$ cat src/dad_pkg.sv
package dad_pkg;

	localparam logic [13:0] MAX_YEAR   = 14'd9999;
	localparam logic [13:0] ERA_YEARS  = 14'd400;
	localparam logic [8:0]  ERA_LAST   = 9'd399;
	localparam logic [8:0]  YEAR_DAYS  = 9'd365;
	localparam logic [8:0]  LEAP_DAYS  = 9'd366;
	localparam logic [3:0]  LAST_MONTH = 4'd12;

	localparam logic [1:0] ERR_NONE  = 2'd0;
	localparam logic [1:0] ERR_DATE  = 2'd1;
	localparam logic [1:0] ERR_RANGE = 2'd2;

	typedef struct packed {
		logic [13:0] start_year;
		logic [3:0]  start_month;
		logic [4:0]  start_day;
		logic [15:0] add_days;
	} dad_query_t;

	typedef struct packed {
		logic [13:0] end_year;
		logic [3:0]  end_month;
		logic [4:0]  end_day;
		logic [1:0]  error_code;
	} dad_answer_t;

	// Length of month m (1 to 12); February follows the leap flag.
	function automatic logic [4:0] month_days(input logic [3:0] m, input logic leap);
		logic [4:0] d;
		case (m)
			4'd2:                   d = leap ? 5'd29 : 5'd28;
			4'd4, 4'd6, 4'd9, 4'd11: d = 5'd30;
			default:                d = 5'd31;
		endcase
		return d;
	endfunction

	// Leap test from the year taken modulo 400.
	function automatic logic era_leap(input logic [8:0] r);
		logic [8:0] c;
		if (r >= 9'd300) begin
			c = r - 9'd300;
		end else if (r >= 9'd200) begin
			c = r - 9'd200;
		end else if (r >= 9'd100) begin
			c = r - 9'd100;
		end else begin
			c = r;
		end
		return ((r[1:0] == 2'b00) && (c != 9'd0)) || (r == 9'd0);
	endfunction

endpackage

$ cat src/date_add_days.sv
// Channel  Payload       Handshake
// query    dad_query_t   query_valid / query_stall
// answer   dad_answer_t  answer_valid / answer_stall
//
// One shared adder on the day count walks months and years one step a cycle.
// After a query is accepted the sequencer steps ERA (year modulo 400), CHECK,
// DOY, YEAR and MONTH, and FINISH registers the answer; the next query is taken
// once the sequencer is back in idle.
// arst_n clears the sequencer and the answer register; a new query is taken
// while the previous answer still waits, and a finished answer waits for room.
module date_add_days import dad_pkg::*; #(
	parameter int DAYS_WIDTH = 16
) (
	input  logic        clk,
	input  logic        arst_n,
	input  logic        query_valid,
	output logic        query_stall,
	input  dad_query_t  query,
	output logic        answer_valid,
	input  logic        answer_stall,
	output dad_answer_t answer
);

	localparam int NW = (DAYS_WIDTH < 16) ? DAYS_WIDTH : 16;
	localparam int KW = ((DAYS_WIDTH > 9) ? DAYS_WIDTH : 9) + 1;

	typedef enum logic [2:0] {
		ST_IDLE, ST_ERA, ST_CHECK, ST_DOY, ST_YEAR, ST_MONTH, ST_FINISH
	} state_t;

	state_t      state_q;
	logic [13:0] year_q;
	logic [13:0] rem_q;
	logic [3:0]  month_q;
	logic [4:0]  day_q;
	logic [3:0]  idx_q;
	logic [NW-1:0] n_q;
	logic [KW-1:0] k_q;
	logic [1:0]  err_q;
	logic        answer_valid_q;
	dad_answer_t answer_q;

	logic          leap;
	logic [4:0]    dim_idx;
	logic [4:0]    dim_mon;
	logic [8:0]    diy;
	logic [KW-1:0] operand;
	logic          subtract;
	logic [KW-1:0] k_next;
	logic [13:0]   year_inc;
	logic          room;

	assign leap     = era_leap(rem_q[8:0]);
	assign dim_idx  = month_days(idx_q, leap);
	assign dim_mon  = month_days(month_q, leap);
	assign diy      = leap ? LEAP_DAYS : YEAR_DAYS;
	assign year_inc = year_q + 14'd1;
	assign room     = !answer_valid_q || !answer_stall;

	// The shared day-count unit: adds in the day-of-year walk, subtracts later.
	always_comb begin
		operand  = KW'(dim_mon);
		subtract = 1'b1;
		case (state_q)
			ST_DOY: begin
				subtract = 1'b0;
				operand  = (idx_q < month_q) ? KW'(dim_idx) : KW'(n_q);
			end
			ST_YEAR: operand = KW'(diy);
			default: operand = KW'(dim_mon);
		endcase
		k_next = subtract ? (k_q - operand) : (k_q + operand);
	end

	assign query_stall  = (state_q != ST_IDLE);
	assign answer_valid = answer_valid_q;
	assign answer       = answer_q;

	always_ff @(posedge clk or negedge arst_n) begin
		if (!arst_n) begin
			state_q        <= ST_IDLE;
			answer_valid_q <= 1'b0;
			answer_q       <= '0;
			year_q         <= '0;
			rem_q          <= '0;
			month_q        <= '0;
			day_q          <= '0;
			idx_q          <= '0;
			n_q            <= '0;
			k_q            <= '0;
			err_q          <= ERR_NONE;
		end else begin
			if ((state_q == ST_FINISH) && room) begin
				answer_valid_q <= 1'b1;
			end else if (answer_valid_q && !answer_stall) begin
				answer_valid_q <= 1'b0;
			end
			unique case (state_q)
				ST_IDLE: begin
					if (query_valid) begin
						year_q  <= query.start_year;
						rem_q   <= query.start_year;
						month_q <= query.start_month;
						day_q   <= query.start_day;
						n_q     <= query.add_days[NW-1:0];
						err_q   <= ERR_NONE;
						if ((query.start_year == 14'd0) || (query.start_year > MAX_YEAR) ||
							(query.start_month == 4'd0) || (query.start_month > LAST_MONTH) ||
							(query.start_day == 5'd0)) begin
							err_q   <= ERR_DATE;
							state_q <= ST_FINISH;
						end else begin
							state_q <= ST_ERA;
						end
					end
				end
				ST_ERA: begin
					if (rem_q >= ERA_YEARS) begin
						rem_q <= rem_q - ERA_YEARS;
					end else begin
						state_q <= ST_CHECK;
					end
				end
				ST_CHECK: begin
					if (day_q > dim_mon) begin
						err_q   <= ERR_DATE;
						state_q <= ST_FINISH;
					end else begin
						k_q     <= KW'(day_q);
						idx_q   <= 4'd1;
						state_q <= ST_DOY;
					end
				end
				ST_DOY: begin
					k_q <= k_next;
					if (idx_q < month_q) begin
						idx_q <= idx_q + 4'd1;
					end else begin
						state_q <= ST_YEAR;
					end
				end
				ST_YEAR: begin
					if (k_q > KW'(diy)) begin
						if (year_inc > MAX_YEAR) begin
							err_q   <= ERR_RANGE;
							state_q <= ST_FINISH;
						end else begin
							k_q    <= k_next;
							year_q <= year_inc;
							rem_q  <= (rem_q[8:0] == ERA_LAST) ? 14'd0 : rem_q + 14'd1;
						end
					end else begin
						month_q <= 4'd1;
						state_q <= ST_MONTH;
					end
				end
				ST_MONTH: begin
					if ((month_q < LAST_MONTH) && (k_q > KW'(dim_mon))) begin
						k_q     <= k_next;
						month_q <= month_q + 4'd1;
					end else begin
						state_q <= ST_FINISH;
					end
				end
				ST_FINISH: begin
					if (room) begin
						if (err_q == ERR_NONE) begin
							answer_q.end_year  <= year_q;
							answer_q.end_month <= month_q;
							answer_q.end_day   <= k_q[4:0];
						end else begin
							answer_q.end_year  <= '0;
							answer_q.end_month <= '0;
							answer_q.end_day   <= '0;
						end
						answer_q.error_code <= err_q;
						state_q             <= ST_IDLE;
					end
				end
				default: state_q <= ST_IDLE;
			endcase
		end
	end

endmodule

$ cat config.mk
export PLATFORM = sky130hd
export DESIGN_NAME = date_add_days
export DESIGN_NICKNAME = d
export VERILOG_FILES = /design/src/dad_pkg.sv /design/src/date_add_days.sv
export SDC_FILE = /design/constraint.sdc
export NUM_CORES = 1
export LEC_CHECK = 0
export BUFFER_PORTS_ARGS = -buffer_cell sky130_fd_sc_hd__buf_2
export CORE_MARGIN = 10
export CORE_UTILIZATION = 50
export DETAILED_ROUTE_END_ITERATION = 8
export PLACE_DENSITY = 0.76
export SYNTH_ARGS = -nofsm -noshare
export SYNTH_HDL_FRONTEND = slang
export SYNTH_SLANG_ARGS = --single-unit
$ cat constraint.sdc
create_clock -name clk -period 7.3 [get_ports clk]
set_input_delay 0.73 -clock clk [delete_from_list [all_inputs] [get_ports clk]]
set_output_delay 0.73 -clock clk [all_outputs]
set_load 0.02 [all_outputs]
Word level (Yosys, flattened, before mapping)
Cells that the tools add are included.
{"block": "totals", "reg_bits": 105, "latchBits": 0, "ramBits": 0, "rom_bits": 0, "input_bits": 43, "output_inout_bits": 27, "wordCells": 157, "n_memories": 0}
{"block": "classes", "addsub": 10, "n_mul": 0, "div": 0, "magnitude_cmp": 12, "eq_ne": 32, "shift": 0, "n_mux": 50, "n_bitwise": 0, "reduce_logical": 39}
{"cell": "two-way mux 14 bit", "count": 7}
{"cell": "two-way mux 17 bit", "count": 5}
{"cell": "one-hot mux 17 bit (4 select lines)", "count": 1}
{"cell": "one-hot mux 14 bit (3 select lines)", "count": 1}
{"cell": "one-hot mux 16 bit (2 select lines)", "count": 1}
{"cell": "adder 14 x 1 -> 14 bit (second input constant)", "count": 2}
{"cell": "> comparator 14 bit (second input constant)", "count": 2}
{"cell": "!= test 2 bit (second input constant)", "count": 14}
{"cell": "one-hot mux 14 bit (2 select lines)", "count": 1}
{"cell": "two-way mux 3 bit", "count": 9}
{"cell": "two-way mux 9 bit", "count": 3}
{"cell": "two-way mux 23 bit", "count": 1}
{"cell": "one-hot mux 3 bit (7 select lines)", "count": 1}
{"cell": "two-way mux 4 bit", "count": 5}
{"cell": "adder 17 bit", "count": 1}
{"cell": "> comparator 17 x 5 -> 1 bit", "count": 1}
{"cell": "> comparator 17 x 9 -> 1 bit", "count": 1}
{"cell": "subtractor 17 bit", "count": 1}
{"cell": "== test 4 x 3 -> 1 bit (second input constant)", "count": 4}
{"cell": "== test 4 bit (second input constant)", "count": 4}
{"cell": "two-way mux 16 bit", "count": 1}
{"cell": "AND reduction 5 bit", "count": 3}
{"cell": "greater-or-equal comparator 14 x 9 -> 1 bit (second input constant)", "count": 1}
{"cell": "zero test 14 bit", "count": 1}
{"cell": "other kinds (41)", "count": 72}

Depth between registers and ports, before layout
Gate-level depths: netlist of run 1.
{"block": "depth", "depth_word": 16, "depth_mapped": 24}

Worst setup path before layout of run 1
Ideal clock, no wire load.
{"block": "synth_path", "kind": "register -> register", "startpoint": "register rem_q[4]", "endpoint": "register k_q[16]", "setup_time_ps": 65, "arrival_ps": 5216, "required_time_ps": 7235, "path_slack_ps": 2019, "path_stages_with_launch": 25, "path_buffers": 1, "synth_period_minus_slack_ps": 5281, "path_cell_list": "dfrtp_1 -> buf_2 -> inv_1 -> ha_1 -> nor3b_1 -> a221oi_2 -> or3_1 -> o221ai_1 -> mux2_2 -> a2111o_1 -> nand3_1 -> nand3_1 -> ha_1 -> nand2_1 -> o21ai_0 -> inv_1 -> fa_1 -> nand2b_1 -> a21oi_1 -> o211ai_1 -> a31oi_1 -> a2111oi_0 -> or3_1 -> a31oi_1 -> a31o_1"}
{"block": "synth_between", "elab_chain_len": 16, "word_cells_on_any_way": 34, "classes_between": "5 x add/sub; 6 x order compare; 3 x eq/ne; 14 x mux; 6 x reduce/logical"}
{"element": "start: declaration", "line": "date_add_days.sv:33", "rtl": "logic [13:0] rem_q;"}
{"element": "start signal: assignment", "line": "date_add_days.sv:102", "rtl": "rem_q <= query.start_year;"}
{"element": "start signal: assignment", "line": "date_add_days.sv:119", "rtl": "rem_q <= rem_q - ERA_YEARS;"}
{"element": "start signal: assignment", "line": "date_add_days.sv:150", "rtl": "rem_q <= (rem_q[8:0] == ERA_LAST) ? 14'd0 : rem_q + 14'd1;"}
{"element": "subtractor 9 x 7 -> 9 bit or greater-or-equal comparator 9 x 7 -> 1 bit (tied branches)", "line": "dad_pkg.sv:47, dad_pkg.sv:46"}
{"element": "two-way mux 9 bit", "line": "dad_pkg.sv:46", "rtl": "end else if (r >= 9'd100) begin"}
{"element": "two-way mux 9 bit", "line": "dad_pkg.sv:44", "rtl": "end else if (r >= 9'd200) begin"}
{"element": "two-way mux 9 bit", "line": "dad_pkg.sv:42", "rtl": "if (r >= 9'd300) begin"}
{"element": "nonzero test 9 bit", "line": "dad_pkg.sv:51", "rtl": "return ((r[1:0] == 2'b00) && (c != 9'd0)) || (r == 9'd0);"}
{"element": "logical AND 1 bit", "line": "dad_pkg.sv:51"}
{"element": "logical OR 1 bit *", "line": "dad_pkg.sv:51"}
{"element": "two-way mux 1 bit", "line": "dad_pkg.sv:32", "rtl": "4'd2: d = leap ? 5'd29 : 5'd28;"}
{"element": "one-hot mux 2 bit (2 select lines)", "line": "dad_pkg.sv:31", "rtl": "case (m)"}
{"element": "two-way mux 16 bit", "line": "date_add_days.sv:67", "rtl": "operand = (idx_q < month_q) ? KW'(dim_idx) : KW'(n_q);"}
{"element": "one-hot mux 16 bit (2 select lines)", "line": "date_add_days.sv:64", "rtl": "case (state_q)"}
{"element": "subtractor 17 bit or adder 17 bit (tied branches)", "line": "date_add_days.sv:72", "rtl": "k_next = subtract ? (k_q - operand) : (k_q + operand);"}
{"element": "two-way mux 17 bit", "line": "date_add_days.sv:72"}
{"element": "two-way mux 17 bit", "line": "date_add_days.sv:144", "rtl": "if (year_inc > MAX_YEAR) begin"}
{"element": "two-way mux 17 bit", "line": "date_add_days.sv:143", "rtl": "if (k_q > KW'(diy)) begin"}
{"element": "one-hot mux 17 bit (4 select lines)", "line": "date_add_days.sv:98", "rtl": "unique case (state_q)"}
{"element": "end signal: assignment", "line": "date_add_days.sv:135", "rtl": "k_q <= k_next;"}
{"element": "end signal: assignment", "line": "date_add_days.sv:148", "rtl": "k_q <= k_next;"}
{"element": "end signal: assignment", "line": "date_add_days.sv:159", "rtl": "k_q <= k_next;"}
{"element": "end: declaration", "line": "date_add_days.sv:38", "rtl": "logic [KW-1:0] k_q;"}
Mark *: on every way between the ends. The rest lies on a longest branch, timed or not. The select of a mux whose other input is x is not followed.
A chain may end at the register's enable or synchronous reset.

Final worst setup path of run 1
Same ends and word-level chain as after synthesis.

==> flow_summary.json, run 1 <==
{
  "area_growth_pct": 8.59,
  "outcome": "complete, no violations",
  "track_usage_pct": 20.7,
  "die_width_um": 144,
  "setup_tns_ns": 0,
  "r2r_end": "k_q[16]",
  "r2r_slack_ns": 1.43,
  "fmax_ghz": 0.170,
  "grt-ovfl-total": 0,
  "yosysWarnings": 0,
  "cp.arrival_ns": 6.16,
  "r2r_start": "rem_q[4]",
  "cts_buffers": 9,
  "drcViolationCount": 0,
  "clock_sinks": 105,
  "routed_wl_mm": 21.0,
  "clkTransAtPathRegs_ns": 0.07,
  "die_h_um": 144,
  "synth_edf_count": 0,
  "detail-route-antenna-nets": 0,
  "cp_max_fo": 10,
  "antenna_found_initial": 0,
  "start_util_pct": 50.8,
  "cts_htree_levels": 3,
  "fin_crit_sh_pct": 80.4,
  "synth.ff_latch_count": 105,
  "cap_viol_max_count": 0,
  "tightest_slew_ns": 0.935,
  "port_buffers": 69,
  "vias": 7261,
  "cts_tree": "done",
  "nNetsFinal": 1102,
  "pin_count": 70,
  "ys.flop_type": "dfrtp_1",
  "dp_hpwl_mm": 15.4,
  "synth.distinct_cells": 75,
  "end_kind": "register",
  "finalSetupViolCount": 0,
  "hold_slack_ns": 0.328,
  "syn_area_mm2": 0.00769,
  "netlist_instances": 973,
  "reg2reg_depth": 23,
  "detailedRoute.firstPassIterationCount": 5,
  "synth.area.top_cells": "dfrtp_1 (34%), nand2_1 (9.0%), ha_1 (8.8%)",
  "drv_slew": 0,
  "die_area_mm2": 0.0208,
  "rsz0062_at_grt": "no",
  "drive_above_1_share_pct": 11.8,
  "hold_viol": 0,
  "final_cell_mix": "nand2_1 (185), dfrtp_1 (105), a21oi_1 (69)",
  "ir_drop_mv": 0.241,
  "post_cts_resized": 0,
  "p_leak_nw": 3.92,
  "skew_ns": 0.00989,
  "rows": 45,
  "cts-hold-fix-buffers": 0,
  "critical_path_required_ns": 7.59,
  "grt_pass1_wl_mm": 35.0,
  "hp-class": "input pin to asynchronous set/reset pin",
  "grt_pass1_vias": 7071,
  "synth_fp_nets": 1071,
  "power_density_mw_per_mm2": 507,
  "viasPerCell": 6.07,
  "synth.avg_cell_area_um2": 7.91,
  "fin_crit_ns": 5.87,
  "clock_latency_ns": 0.36,
  "slew_headroom_pct": 37.7,
  "yosys.area.top_type": "dfrtp_1",
  "post_drt_wl_per_cell_um": 17.6,
  "ys_async_sr_fraction_pct": 100,
  "start_kind": "register",
  "coreArea_mm2": 0.0151,
  "cts_root_buf": "clkbuf_16",
  "netlist.area_leader.share_pct": 34.1,
  "worstSetupPathType": "register to register",
  "post-cts-setup-buffers": 0,
  "seq_area_frac_synth_pct": 34.1,
  "gp_congestion": 0.967,
  "n_fill_cell": 1407,
  "layout_commonest_cell": "nand2_1",
  "drtIter0Drc": 661,
  "cts.path.max_buffers": 2,
  "grt_start_max_net_pins": 71
}
metrics by stage:
| step | instances | total power, mW | instance area, um2 | setup WS (ns) | utilization (%) |
|---|---|---|---|---|---|
| after floorplan | 973 | 3.14 | 7690 | 2.02 | - |
| after global placement | 1181 | 3.69 | 8090 | 1.66 | 53.4 |
| after detailed placement | 1181 | 3.74 | 8090 | 1.53 | 53.4 |
| after CTS | 1195 | 4.22 | 8350 | 1.49 | 55.2 |
| after global routing | 1195 | 4.64 | 8350 | 0.927 | 55.2 |
| final | 1196 | 4.24 | 8360 | 1.43 | 55.2 |
cell type report:
cell class	count	area (um2)	area share (%)
Tap cell	188	235	2.82
Antenna cell	1	2.50	0.0299
Clock buffer	12	246	2.95
Clock inverter	2	16.3	0.195
Sequential cell	105	2630	31.4
Multi-Input combinational cell	769	4660	55.8
Inverter	42	158	1.89
Timing Repair Buffer	77	408	4.88
registers in the layout (all words and copies together) (netlist names):
| register | cells |
|---|---|
| rem_q | 14 |
| err_q | 2 |
| month_q | 4 |
| n_q | 16 |
| answer | 25 |
| idx_q | 4 |
| day_q | 5 |
| state_q | 3 |
| year_q | 14 |
| answer_valid | 1 |
| k_q | 17 |
where the power goes:
group / leakage [nW] / internal, mW / switching (mW)
clock: 0.125 / 0.238 / 0.223
sequential: 1.32 / 0.837 / 0.367
combinational: 2.47 / 1.02 / 1.55
worst max path at each step:
| stage | startpoint | to | slack (ns) | depth (start not counted) |
|---|---|---|---|---|
| after floorplan | rem_q[4] | k_q[16] | 2.02 | 24 |
| after global placement | rem_q[4] | k_q[16] | 1.66 | 23 |
| after detailed placement | rem_q[4] | k_q[16] | 1.53 | 23 |
| after CTS | rem_q[4] | k_q[16] | 1.49 | 23 |
| after global routing | rem_q[4] | k_q[16] | 0.93 | 23 |
| final | rem_q[4] | k_q[16] | 1.43 | 23 |
Yosys cell counts (all sizes together), types with 12 or more instances:
cell	n
ha	54
a31oi	12
a211oi	12
nand2	185
a21o	14
xnor2	17
buf	20
a21oi	69
nor2	67
o22ai	18
clkbuf	37
and3	14
nor3	25
inv	42
o21ai	60
dfrtp	105
nand3	61
kinds of logic after synthesis:
logic type      Yosys count  share of synthesized area, %
xor+xnor                 23                          2.62
mux                      14                          1.95
buf+inv                  99                          5.33
compound gates          255                          21.7
flops                   105                          34.1
simple gates            422                          25.3
fa+ha+maj                55                          9.04
routing by layer:
| metal | routed length, um | up-vias | global-route usage, % |
|---|---|---|---|
| li1 | - | 3504 | - |
| met1 | 9270 | 3458 | 26.3 |
| met2 | 9930 | 274 | 34.5 |
| met3 | 1460 | 25 | 4.76 |
| met4 | 334 | 0 | 5.37 |
| met5 | 0 | - | 0 |
worst max-delay path, stage by stage (launching register included):
cell       delay [ns]
dfrtp_1          0.51
inv_1            0.29
ha_1             0.23
nor3b_1          0.37
a221oi_2         0.15
or3_1            0.37
o221ai_1         0.20
mux2_2           0.37
a2111o_1         0.36
nand3_1          0.14
nand3_1          0.08
ha_1             0.27
nand2_1          0.04
o21ai_0          0.13
inv_1            0.11
fa_1             0.42
nand2b_1         0.16
a21oi_1          0.27
o211ai_1         0.18
a31oi_1          0.28
a2111oi_0        0.20
or3_1            0.39
a31oi_1          0.17
a31o_1           0.12
Power figures use the tool's default switching activity.
==> run 2: changes to the inputs <==
- ABC_AREA: unset -> 1
- clock period: 7.3 -> 6.08 ns (I/O delays scaled with it)
==> flow_summary.json, run 2 <==
{
  "p_leak_nw": 4.34,
  "wl_met1_mm": 8.76,
  "fin_crit_sh_pct": 81.3,
  "final_cells": 1359,
  "routed.top_layer": "met4",
  "clkTransAtPathRegs_ns": 0.08,
  "antenna_found_initial": 0,
  "setup_tns_ns": 0,
  "drcViolationCount": 0,
  "detail-route-antenna-nets": 0,
  "die_width_um": 145,
  "post-cts-setup-buffers": 0,
  "netlist.area_leader.share_pct": 33.6,
  "gp_congestion": 0.962,
  "outcome": "complete, no violations",
  "synth_most_common_cell": "nand2_1",
  "synth.area.top_cells": "dfrtp_1 (34%), nand2_1 (15%), ha_1 (8.6%)",
  "port_buffers": 69,
  "cpMostUsedCell": "nand2_1",
  "clock_sinks": 105,
  "drv_slew": 0,
  "hp-class": "input pin to asynchronous set/reset pin",
  "synth.avg_cell_area_um2": 7.18,
  "netlist_instances": 1088,
  "fmax_ghz": 0.202,
  "die_area_mm2": 0.0210,
  "area_growth_pct": 9.99,
  "cp_slowest_cell": "dfrtp_1",
  "synth_fp_nets": 1186,
  "cpPeakStageDelay_ns": 0.49,
  "cts.path.max_buffers": 2,
  "pre_cts_slack_ns": 1.20,
  "setup_slack_ns": 1.13,
  "finalSetupViolCount": 0,
  "yosysWarnings": 0,
  "slew_headroom_pct": 26.7,
  "cts_tree": "done",
  "cap_viol_max_count": 0,
  "rows": 45,
  "antenna_cells": 0,
  "cp_max_fo": 11,
  "hold_slack_ns": 0.159,
  "ys.flop_type": "dfrtp_1",
  "cts_htree_levels": 3,
  "grt_start_max_net_pins": 80,
  "cp.arrival_ns": 5.17,
  "start_util_pct": 51.2,
  "rsz0062_at_grt": "no",
  "seqCellArea_mm2": 0.00263,
  "route.met2.wl_mm": 9.90,
  "synth.distinct_cells": 49,
  "placed_area_mm2": 0.00831,
  "coreArea_mm2": 0.0153,
  "nNetsFinal": 1242,
  "grt_pass1_vias": 7071,
  "grt-ovfl-total": 0,
  "track_usage_pct": 18.7,
  "tightest_slew_ns": 1.10,
  "layout_commonest_cell": "nand2_1",
  "yosys.area.top_type": "dfrtp_1",
  "fin_crit_ns": 4.95,
  "ys_top_cells_by_count": "nand2_1 (321), inv_1 (120), dfrtp_1 (105), o21ai_0 (105), nor2_1 (81)",
  "post_cts_resized": 0,
  "n_fill_cell": 1484,
  "skew_ns": 0.0128,
  "cts_buffers": 9,
  "power_mw": 4.96,
  "clock_latency_ns": 0.36,
  "syn_area_mm2": 0.00781,
  "vias": 7243,
  "ys_async_sr_fraction_pct": 100,
  "power_density_mw_per_mm2": 577,
  "seq_area_frac_synth_pct": 33.6,
  "grt_pass1_wl_mm": 33.4,
  "viasPerCell": 5.33,
  "routed_wl_mm": 20.2,
  "wl_met3_mm": 1.13,
  "pin_count": 70,
  "synth.ff_latch_count": 105,
  "drive_above_1_share_pct": 12.4,
  "ir_drop_mv": 0.241,
  "design_area_mm2": 0.00859,
  "post_drt_wl_per_cell_um": 14.9,
  "dp_hpwl_mm": 15.4,
  "cts_root_buf": "clkbuf_16",
  "utilization_pct": 56.3,
  "hold_viol": 0,
  "detailedRoute.firstPassIterationCount": 5,
  "start_kind": "register",
  "worstSetupPathType": "register to register",
  "place_inst": 1344,
  "largest_register_ffs": 25,
  "multiInputGateArea_mm2": 0.00458,
  "critical_path_required_ns": 6.30,
  "end_kind": "register",
  "drtIter0Drc": 425,
  "cts-hold-fix-buffers": 0,
  "die_h_um": 145,
  "synth_edf_count": 0,
  "final_cell_mix": "nand2_1 (321), inv_1 (120), o21ai_0 (105), dfrtp_1 (105), nor2_1 (80)"
}
[run 2: changes by cell type in the layout (fill, tap and decap cells not counted), sizes merged, moves of 10 or more]
cell | previous run | this run
a21o | 14 | 1
mux2 | 8 | 18
nor3 | 25 | 15
xnor2 | 17 | 7
xor2 | 6 | 24
nor2b | 11 | 0
o21ai | 60 | 122
a21oi | 69 | 50
nand2 | 185 | 323
nor2 | 67 | 83
and3 | 14 | 0
inv | 42 | 122
and2 | 10 | 0
o22ai | 18 | 5
[run 2: logic make-up (layout without fill, tap and decap cells)]
| logic type | after synthesis | count (layout) | share of synthesized area [%] |
|---|---|---|---|
| AND/OR/NAND/NOR | 516 | 516 | 28.0 |
| AO/OA/AOI/OAI | 213 | 213 | 15.4 |
| buffers and inverters | 150 | 210 | 7.88 |
| flip-flops | 105 | 105 | 33.6 |
| adder cells (fa/ha/maj) | 55 | 55 | 8.90 |
| XOR/XNOR | 31 | 31 | 3.67 |
| multiplexers | 18 | 18 | 2.59 |
[run 2: metal layers]
metal	vias up	global-route usage (%)
li1	3681	-
met1	3335	22.4
met2	189	32.3
met3	38	4.50
met4	0	5.92
met5	-	0
[run 2: critical path: cells and delay by family, from the launching register on]
family / cells / cell delay, ns
DFF: 1 / 0.49
adders and majority gates: 3 / 0.75
buffers and inverters: 3 / 0.44
AOI/OAI and AO/OA: 5 / 0.70
and+or+nand+nor: 23 / 2.42
[run 2: area by class of cell]
type                            instances  share of cell area (%)
Clock buffer                           10                    2.66
Clock inverter                          5                   0.655
Inverter                              121                    5.28
Multi-Input combinational cell        833                    53.3
Sequential cell                       105                    30.6
Tap cell                              211                    3.07
Timing Repair Buffer                   74                    4.48
[run 2: power by group]
part           internal, mW  switching [mW]  leakage (nW)  total (mW)
clock                 0.317           0.256         0.139       0.574
sequential             1.00           0.348          1.33        1.35
combinational          1.09            1.94          2.87        3.03
[run 2: worst paths after layout]
kind	start	endpoint	slack (ns)	depth (start not counted)
worst min register to register	answer[16]	answer[16]	0.48	2
min in group clk	answer[16]	answer[16]	0.48	2
worst max register to register	rem_q[4]	k_q[11]	1.13	34
max in group asynchronous	arst_n	k_q[6]	4.59	2
worst min-delay path	arst_n	answer[15]	0.16	1
worst max-delay path	rem_q[4]	k_q[11]	1.13	34
